==> src/mca_pkg.sv <==
// Shared types and constants for the masked column aggregate.
// Depends on nothing; used by every module of the block.
`default_nettype none
package mca_pkg;
  localparam int CountWidthDef = 32;
  localparam int FractionBitsDef = 16;

  localparam logic [1:0] OpSum = 2'd0;
  localparam logic [1:0] OpMin = 2'd1;
  localparam logic [1:0] OpMax = 2'd2;
  localparam logic [1:0] OpDev = 2'd3;

  localparam logic [2:0] TypeU8 = 3'd0;
  localparam logic [2:0] TypeU16 = 3'd1;
  localparam logic [2:0] TypeS8 = 3'd2;
  localparam logic [2:0] TypeS16 = 3'd3;
  localparam logic [2:0] TypeS32 = 3'd4;
  localparam logic [2:0] TypeS64 = 3'd5;

  localparam logic [1:0] RegOperation = 2'd0;
  localparam logic [1:0] RegElementType = 2'd1;
  localparam logic [1:0] RegMeanFixed = 2'd2;

  // Column summary handed from the front end to the finishing back end.
  typedef struct packed {
    logic [63:0] value;
    logic [31:0] count;
    logic        any;
    logic        sat;
    logic        err;
    logic        dev;
  } col_sum_t;
endpackage
`default_nettype wire

==> src/mca_front.sv <==
// Front end: extends, classifies and folds each element into column state.
// Depends on mca_pkg; feeds column summaries into the queue.
`default_nettype none
module mca_front #(
  parameter int COUNT_WIDTH = mca_pkg::CountWidthDef,
  parameter int FRACTION_BITS = mca_pkg::FractionBitsDef
) (
  input  wire logic             clk,
  input  wire logic             rst_n,
  input  wire logic             in_valid,
  output logic                  in_ready,
  input  wire logic [63:0]      bits,
  input  wire logic             present,
  input  wire logic             last,
  input  wire logic [1:0]       op,
  input  wire logic [2:0]       etype,
  input  wire logic [63:0]      mean,
  output logic                  sum_valid,
  input  wire logic             sum_ready,
  output mca_pkg::col_sum_t     sum_data
);
  localparam logic [COUNT_WIDTH-1:0] CMax = '1;

  // Two-stage element path: stage 1 forms the deviation square, stage 2 folds.
  logic             s1_v_r, s1_pres_r, s1_last_r, s1_err_r, s1_big_r;
  logic [1:0]       s1_op_r;
  logic [63:0]      s1_x_r, s1_sq_r;
  logic [63:0]      run_r, sqs_r;
  logic [COUNT_WIDTH-1:0] cnt_r;
  logic             seen_r, sat_r;

  logic [63:0]  x;
  logic         err;
  logic [127:0] d;
  logic [127:0] ad;
  logic         big;
  logic         stall;

  always_comb begin
    case (etype)
      mca_pkg::TypeU8:  x = {56'd0, bits[7:0]};
      mca_pkg::TypeU16: x = {48'd0, bits[15:0]};
      mca_pkg::TypeS8:  x = {{56{bits[7]}}, bits[7:0]};
      mca_pkg::TypeS16: x = {{48{bits[15]}}, bits[15:0]};
      mca_pkg::TypeS32: x = {{32{bits[31]}}, bits[31:0]};
      default:          x = bits;
    endcase
    err = (etype > mca_pkg::TypeS64) ||
          (((op == mca_pkg::OpSum) || (op == mca_pkg::OpDev)) && (etype < mca_pkg::TypeS8));
    d = ({{64{x[63]}}, x} << FRACTION_BITS) - {{64{mean[63]}}, mean};
    ad = d[127] ? (~d + 128'd1) : d;
    big = (ad[127:32] != 96'd0);
  end

  // Stage 2 holds when its last element has nowhere to go.
  assign stall = s1_v_r && s1_last_r && !sum_ready;
  assign in_ready = !stall;

  always_ff @(posedge clk) begin
    if (!rst_n) begin
      s1_v_r <= 1'b0;
    end else if (!stall) begin
      s1_v_r <= in_valid;
    end
    if (!stall) begin
      s1_pres_r <= present;
      s1_last_r <= last;
      s1_err_r <= err;
      s1_big_r <= big;
      s1_op_r <= op;
      s1_x_r <= x;
      s1_sq_r <= ad[31:0] * ad[31:0];
    end
  end

  logic [63:0] run_nxt, sqs_nxt;
  logic [COUNT_WIDTH-1:0] cnt_nxt;
  logic seen_nxt, sat_nxt;
  logic [64:0] acc;

  always_comb begin
    run_nxt = run_r;
    sqs_nxt = sqs_r;
    cnt_nxt = cnt_r;
    seen_nxt = seen_r;
    sat_nxt = sat_r;
    acc = {1'b0, sqs_r} + {1'b0, s1_sq_r};
    if (s1_pres_r) begin
      if (!s1_err_r) begin
        case (s1_op_r)
          mca_pkg::OpSum: run_nxt = run_r + s1_x_r;
          mca_pkg::OpMin: if (!seen_r || ($signed(s1_x_r) < $signed(run_r))) run_nxt = s1_x_r;
          mca_pkg::OpMax: if (!seen_r || ($signed(run_r) < $signed(s1_x_r))) run_nxt = s1_x_r;
          default: begin
            if (sat_r || s1_big_r || acc[64]) begin
              sqs_nxt = '1;
              sat_nxt = 1'b1;
            end else begin
              sqs_nxt = acc[63:0];
            end
          end
        endcase
      end
      if (cnt_r != CMax) cnt_nxt = cnt_r + 1'b1;
      seen_nxt = 1'b1;
    end
  end

  always_comb begin
    sum_valid = s1_v_r && s1_last_r;
    sum_data.count = 32'(cnt_nxt);
    sum_data.any = seen_nxt;
    sum_data.err = s1_err_r;
    sum_data.dev = (s1_op_r == mca_pkg::OpDev);
    sum_data.sat = !s1_err_r && (s1_op_r == mca_pkg::OpDev) && seen_nxt && sat_nxt;
    sum_data.value = (s1_op_r == mca_pkg::OpDev) ? sqs_nxt : run_nxt;
  end

  // Column state folds each element; a delivered last element clears it.
  always_ff @(posedge clk) begin
    if (!rst_n) begin
      run_r <= '0;
      sqs_r <= '0;
      cnt_r <= '0;
      seen_r <= 1'b0;
      sat_r <= 1'b0;
    end else if (s1_v_r && !stall) begin
      if (s1_last_r) begin
        run_r <= '0;
        sqs_r <= '0;
        cnt_r <= '0;
        seen_r <= 1'b0;
        sat_r <= 1'b0;
      end else begin
        run_r <= run_nxt;
        sqs_r <= sqs_nxt;
        cnt_r <= cnt_nxt;
        seen_r <= seen_nxt;
        sat_r <= sat_nxt;
      end
    end
  end
endmodule
`default_nettype wire

==> src/mca_queue.sv <==
// Two-entry queue of column summaries between front and back ends.
// Depends on mca_pkg.
`default_nettype none
module mca_queue (
  input  wire logic              clk,
  input  wire logic              rst_n,
  input  wire logic              wr_valid,
  output logic                   wr_ready,
  input  wire mca_pkg::col_sum_t wr_data,
  output logic                   rd_valid,
  input  wire logic              rd_ready,
  output mca_pkg::col_sum_t      rd_data
);
  mca_pkg::col_sum_t mem_r [2];
  logic wp_r, rp_r;
  logic [1:0] fill_r;

  assign wr_ready = (fill_r != 2'd2);
  assign rd_valid = (fill_r != 2'd0);
  assign rd_data = mem_r[rp_r];

  // Pointers and fill level move on each transfer.
  always_ff @(posedge clk) begin
    if (!rst_n) begin
      wp_r <= 1'b0;
      rp_r <= 1'b0;
      fill_r <= 2'd0;
    end else begin
      if (wr_valid && wr_ready) wp_r <= ~wp_r;
      if (rd_valid && rd_ready) rp_r <= ~rp_r;
      fill_r <= fill_r + 2'(wr_valid && wr_ready) - 2'(rd_valid && rd_ready);
    end
    if (wr_valid && wr_ready) mem_r[wp_r] <= wr_data;
  end
endmodule
`default_nettype wire

==> src/mca_back.sv <==
// Back end: divides a deviation column's squared sum by the count and takes the root.
// Depends on mca_pkg; drives the result register.
`default_nettype none
module mca_back (
  input  wire logic              clk,
  input  wire logic              rst_n,
  input  wire logic              q_valid,
  output logic                   q_ready,
  input  wire mca_pkg::col_sum_t q_data,
  output logic                   out_valid,
  input  wire logic              out_ready,
  output mca_pkg::col_sum_t      out_data
);
  typedef enum logic [1:0] {IDLE, DIVIDE, ROOT, SEND} state_t;
  state_t state_r;
  logic [6:0] step_r;
  logic [63:0] quo_r, rem_r, res_r, bit_r, n_r;
  mca_pkg::col_sum_t hold_r;

  logic [64:0] trial;
  logic [63:0] rs;
  mca_pkg::col_sum_t q_zero;

  assign q_ready = (state_r == IDLE);
  assign out_valid = (state_r == SEND);
  assign out_data = hold_r;

  always_comb begin
    trial = {rem_r, quo_r[63]} - {33'd0, hold_r.count};
    rs = res_r + bit_r;
    // Errored or empty columns report a zero value.
    q_zero = q_data;
    q_zero.value = '0;
  end

  // One quotient bit per cycle, then, after loading the radicand, one root bit pair per cycle.
  always_ff @(posedge clk) begin
    if (!rst_n) begin
      state_r <= IDLE;
    end else begin
      case (state_r)
        IDLE: begin
          if (q_valid) begin
            if (q_data.err || !q_data.any) begin
              hold_r <= q_zero;
              state_r <= SEND;
            end else if (q_data.dev) begin
              hold_r <= q_data;
              quo_r <= q_data.value;
              rem_r <= '0;
              step_r <= 7'd0;
              state_r <= DIVIDE;
            end else begin
              hold_r <= q_data;
              state_r <= SEND;
            end
          end
        end
        DIVIDE: begin
          if (!trial[64]) begin
            rem_r <= trial[63:0];
            quo_r <= {quo_r[62:0], 1'b1};
          end else begin
            rem_r <= {rem_r[62:0], quo_r[63]};
            quo_r <= {quo_r[62:0], 1'b0};
          end
          if (step_r == 7'd63) begin
            state_r <= ROOT;
            res_r <= '0;
            bit_r <= 64'h4000_0000_0000_0000;
            step_r <= 7'd0;
          end else begin
            step_r <= step_r + 7'd1;
          end
        end
        ROOT: begin
          if (step_r == 7'd0) begin
            n_r <= quo_r;
            step_r <= 7'd1;
          end else begin
            if (n_r >= rs) begin
              n_r <= n_r - rs;
              res_r <= (res_r >> 1) + bit_r;
            end else begin
              res_r <= res_r >> 1;
            end
            bit_r <= bit_r >> 2;
            if (bit_r == 64'd1) begin
              hold_r.value <= (n_r >= rs) ? (res_r >> 1) + bit_r : res_r >> 1;
              state_r <= SEND;
            end
          end
        end
        SEND: if (out_ready) state_r <= IDLE;
        default: state_r <= IDLE;
      endcase
    end
  end
endmodule
`default_nettype wire

==> src/masked_column_aggregate.sv <==
// Top level of the masked column aggregate: config registers and wiring.
// Depends on mca_pkg, mca_front, mca_queue and mca_back.
`default_nettype none
// One element is taken per cycle while the front end is not stalled; the front
// end folds it into the column state through a two-stage path. Each last
// element sends a column summary through a two-entry queue to the back end,
// which takes the summary and sends it for sum, min and max; for the
// deviation it takes the summary, runs a restoring division by the count and a
// square root, then sends. Results leave through a registered output.
module masked_column_aggregate #(
  parameter int COUNT_WIDTH = mca_pkg::CountWidthDef,
  parameter int FRACTION_BITS = mca_pkg::FractionBitsDef
) (
  input  wire logic        clk,
  input  wire logic        rst_n,
  input  wire logic        s_axis_tvalid,
  output logic             s_axis_tready,
  input  wire logic [71:0] s_axis_tdata,  // element_bits[63:0], not_null[64], zeros
  input  wire logic        s_axis_tlast,  // last_element
  output logic             m_axis_tvalid,
  input  wire logic        m_axis_tready,
  output logic [95:0]      m_axis_tdata,  // result_value[63:0], present_count[95:64]
  output logic [2:0]       m_axis_tuser,  // any_present, deviation_saturated, error_code
  input  wire logic        cfg_valid,
  output logic             cfg_ready,
  input  wire logic [1:0]  cfg_index,
  input  wire logic [63:0] cfg_data
);
  logic [1:0]  op_r;
  logic [2:0]  etype_r;
  logic [63:0] mean_r;

  assign cfg_ready = 1'b1;

  // Configuration registers.
  always_ff @(posedge clk) begin
    if (!rst_n) begin
      op_r <= mca_pkg::OpSum;
      etype_r <= mca_pkg::TypeS64;
      mean_r <= '0;
    end else if (cfg_valid) begin
      case (cfg_index)
        mca_pkg::RegOperation:   op_r <= cfg_data[1:0];
        mca_pkg::RegElementType: etype_r <= cfg_data[2:0];
        mca_pkg::RegMeanFixed:   mean_r <= cfg_data;
        default: ;
      endcase
    end
  end

  logic sv, sr, qv, qr;
  mca_pkg::col_sum_t sd, qd, od;

  mca_front #(.COUNT_WIDTH(COUNT_WIDTH), .FRACTION_BITS(FRACTION_BITS)) u_front (
    .clk, .rst_n, .in_valid(s_axis_tvalid), .in_ready(s_axis_tready),
    .bits(s_axis_tdata[63:0]), .present(s_axis_tdata[64]), .last(s_axis_tlast),
    .op(op_r), .etype(etype_r), .mean(mean_r),
    .sum_valid(sv), .sum_ready(sr), .sum_data(sd)
  );

  mca_queue u_queue (
    .clk, .rst_n, .wr_valid(sv), .wr_ready(sr), .wr_data(sd),
    .rd_valid(qv), .rd_ready(qr), .rd_data(qd)
  );

  mca_back u_back (
    .clk, .rst_n, .q_valid(qv), .q_ready(qr), .q_data(qd),
    .out_valid(m_axis_tvalid), .out_ready(m_axis_tready), .out_data(od)
  );

  assign m_axis_tdata = {od.count, od.value};
  assign m_axis_tuser = {od.err, od.sat, od.any};
endmodule
`default_nettype wire
==> config.mk <==
export PLATFORM = sky130hd
export DESIGN_NAME = masked_column_aggregate
export DESIGN_NICKNAME = d
export VERILOG_FILES = /design/src/mca_pkg.sv /design/src/mca_front.sv /design/src/mca_queue.sv /design/src/mca_back.sv /design/src/masked_column_aggregate.sv
export SDC_FILE = /design/constraint.sdc
export NUM_CORES = 2
export LEC_CHECK = 0
export BUFFER_PORTS_ARGS = -buffer_cell sky130_fd_sc_hd__buf_2
export CAP_MARGIN = 5
export CORE_MARGIN = 2
export CORE_UTILIZATION = 25
export DETAILED_ROUTE_END_ITERATION = 10
export PLACE_DENSITY = 0.4
export SLEW_MARGIN = 5
export SYNTH_ARGS = -nofsm -noshare
export SYNTH_HDL_FRONTEND = slang
export SYNTH_SLANG_ARGS = --single-unit
export TNS_END_PERCENT = 5
==> constraint.sdc <==
create_clock -name clk -period 30 [get_ports clk]
set_clock_uncertainty 0.2 [all_clocks]
set_input_delay 1.5 -clock clk [delete_from_list [all_inputs] [get_ports clk]]
set_output_delay 1.5 -clock clk [all_outputs]
set_load 0.05 [all_outputs]
==> key figures <==
Status
  • Outcome: completed

CTS
  • Worst-path clk slew: ~0.060 ns
  • Cts hold-fix bufs: 0
  • CTS Sinks: about 970
  • Longest Clk Path Bufs: 3
  • CTS resizes: 0
  • Setup repair bufs after CTS: 0
  • Total CTS buffers: roughly 110
  • CTS tree: built
  • H-tree Lvls: 3
  • CTS root buf: clkbuf_16
  • Later-pin clock latency in the skew report: about 0.80 ns

Synth
  • Syn Inst Count: between 9000 and 10000
  • Register area share after synthesis: roughly 29%
  • Area leader, netlist: edfxtp_1
  • Synth cell types: 104
  • #FFs+latches synth: approximately 970
  • Commonest cells in the netlist: 1336 x inv_1, 926 x nand2_1, 884 x nor2_1
  • Yosys warns: 0
  • Area share of the largest cell type after synthesis: approximately a quarter
  • Mean Syn Cell Area: 9.29 um2
  • Ys async rst share: 0%
  • EDFF count, synth: 727
  • Most frequent cell after synthesis: inv_1
  • Most used DFF post-synth: edfxtp_1
  • Syn nets: about 12000
  • Synth area leaders: edfxtp_1 24%, fa_1 18%, ha_1 9.4%, inv_1 5.4%, dfxtp_1 5.2%
  • Synth Cell Area: 0.0921 mm2

Floorplan
  • Die ar.: between 0.3 and 0.4 mm2
  • Chip width: between 600 and 700 um
  • Core footprint: 0.366 mm2
  • Chip height: 611 um
  • Io pins: ~250
  • Initial core utilization: roughly 25%
  • Std-Cell Rows: between 200 and 250

Route
  • Via total after detailed routing: about 72000
  • WL final: 320000 um
  • Vias per cell: roughly 4.8
  • Antenna-violating nets left: 0
  • Drt pass-1 iters: 5
  • WL/cell: between 20 and 25 um
  • # DRC: 0
  • Detailed Route Iter0 Violations: around 5000

Timing
  • Achievable clock frequency: about 59 MHz
  • Minimum clock period: roughly 17 ns
  • Worst relative slew slack: between 15 and 20%
  • Final setup vio count: 0
  • Fin. Hold Viols: 0
  • Final slew viol count: 0
  • Fin crit share: a little under three fifths
  • RSZ-0062 raised after global routing: false
  • Setup TNS: 0 ns
  • Tightest Pin Transition: 1.25 ns

Critical path
  • Most Frequent Cell on Critical Path: fa_1
  • Crit-path max cell delay: ~0.86 ns
  • Worst r2r src: etype_r[2]
  • CP delay by family, top: compound AO/OA/AOI/OAI gates
  • Worst R2R Setup Slack: 13.46 ns
  • CP arrival: 17.18 ns
  • Slowest cell on the critical path: nand2b_1
  • Startpoint types: input port
  • Worst path bufs/invs: 8
  • Worst Setup SP: s_axis_tdata[7]
  • Critical Path Sink Type: register
  • Worst EP required: 30.32 ns
  • WS Path Type: input port to register
  • Worst Path Max Fanout: 32

Run
  • Max-cap violation count: 0

Cells and area
  • Max reg flops: 200
  • Final net count: between 10000 and 15000
  • Share of layout cells above drive strength 1: 7.36%
  • Area Growth Syn to Fin: 12.0%
  • Design Area, Final: 0.103 mm2
  • Largest Register: u_queue.mem_r

Placement
  • DP Area: just under 0.1 mm2
  • Placer Congestion: approximately 0.86
  • I/O Buffers: between 200 and 250
  • HPWL Detailed: 248000 um

GRT
  • Vias in the first global route: between 70000 and 80000
  • Initial antenna violation count: 17
  • First-pass GRT wire length: 478000 um
  • Pin count of the biggest net entering global routing: 80
  • Gr usage total: 16.9%
  • Grt ovf: 0

Worst hold path
  • Min-Delay Path Class: register to register
  • Worst min-delay path startpoint: mean_r[20]
kinds of logic after synthesis:
logic type,count (synthesis),synth area share [%]
xor+xnor,548,5.21
mux,255,2.83
compound gates,2247,15.6
fa+ha+maj,1505,27.1
buf+inv,1742,7.22
flops,966,28.9
other cells,1,0.00407
simple gates,2650,13.2
through the flow:
step	std cells	worst slack [ns]	utilization (%)	hold WS, ns
final	14900	13.15	28.2	0.257
after global routing	14900	12.25	28.2	0.273
after CTS	14900	13.26	28.2	0.256
after detailed placement	14700	12.41	27.1	0.248
after global placement	14700	12.45	27.1	0.251
after floorplan	9914	15.68	-	0.206
metal layers:
layer,wire (um),global-route usage (%),up-vias
met2,143000,27.0,1668
met5,29,0,-
met1,155000,24.1,35900
met3,14200,1.80,329
met4,8530,4.22,4
li1,-,-,34100
cell usage in the layout (no fill, tap or decap), types with 58 or more instances in the layout:
cell type     n
ha_1        693
buf_4       146
edfxtp_1    727
clkbuf_16   116
xnor2_1     302
fa_1        811
xor2_1      221
nor3_1       96
nor2b_1      71
mux2i_1     211
nand2b_1     68
o21bai_1    124
a31oi_1     105
o22ai_1     101
a21oi_1     604
nand2_1     922
dfxtp_1     238
a211oi_1     64
a21o_1      217
and2_1      101
o21ai_0     452
and3_1       60
buf_2       237
nand4_1      89
o21a_1       93
inv_1      1336
nor4_1       58
nor2_1      877
nand3_1     104
worst paths after layout:
path	depth (start not counted)	endpoint
worst max-delay path	46	u_front.s1_sq_r[61]
worst min-delay path	2	mean_r[20]
worst min register to register	2	mean_r[20]
worst max register to register	45	u_front.s1_sq_r[61]
area by class of cell:
type	instances	area (um2)
Fill cell	38700	263000
Multi-Input combinational cell	7206	59200
Sequential cell	966	26600
Tap cell	4816	6030
Inverter	1350	5070
Clock buffer	146	3100
Timing Repair Buffer	383	2280
Clock inverter	70	843
Antenna cell	6	15.0
worst min-delay path: cells and delay by family, from the launching register on:
family / cells / cell delay, ns
AND/OR/NAND/NOR: 1 / 0.05
AO/OA/AOI/OAI: 1 / 0.05
flip-flops: 1 / 0.31
Power is not shown: default switching activity piles up to over one toggle a cycle in this logic, so the estimate is an artifact.
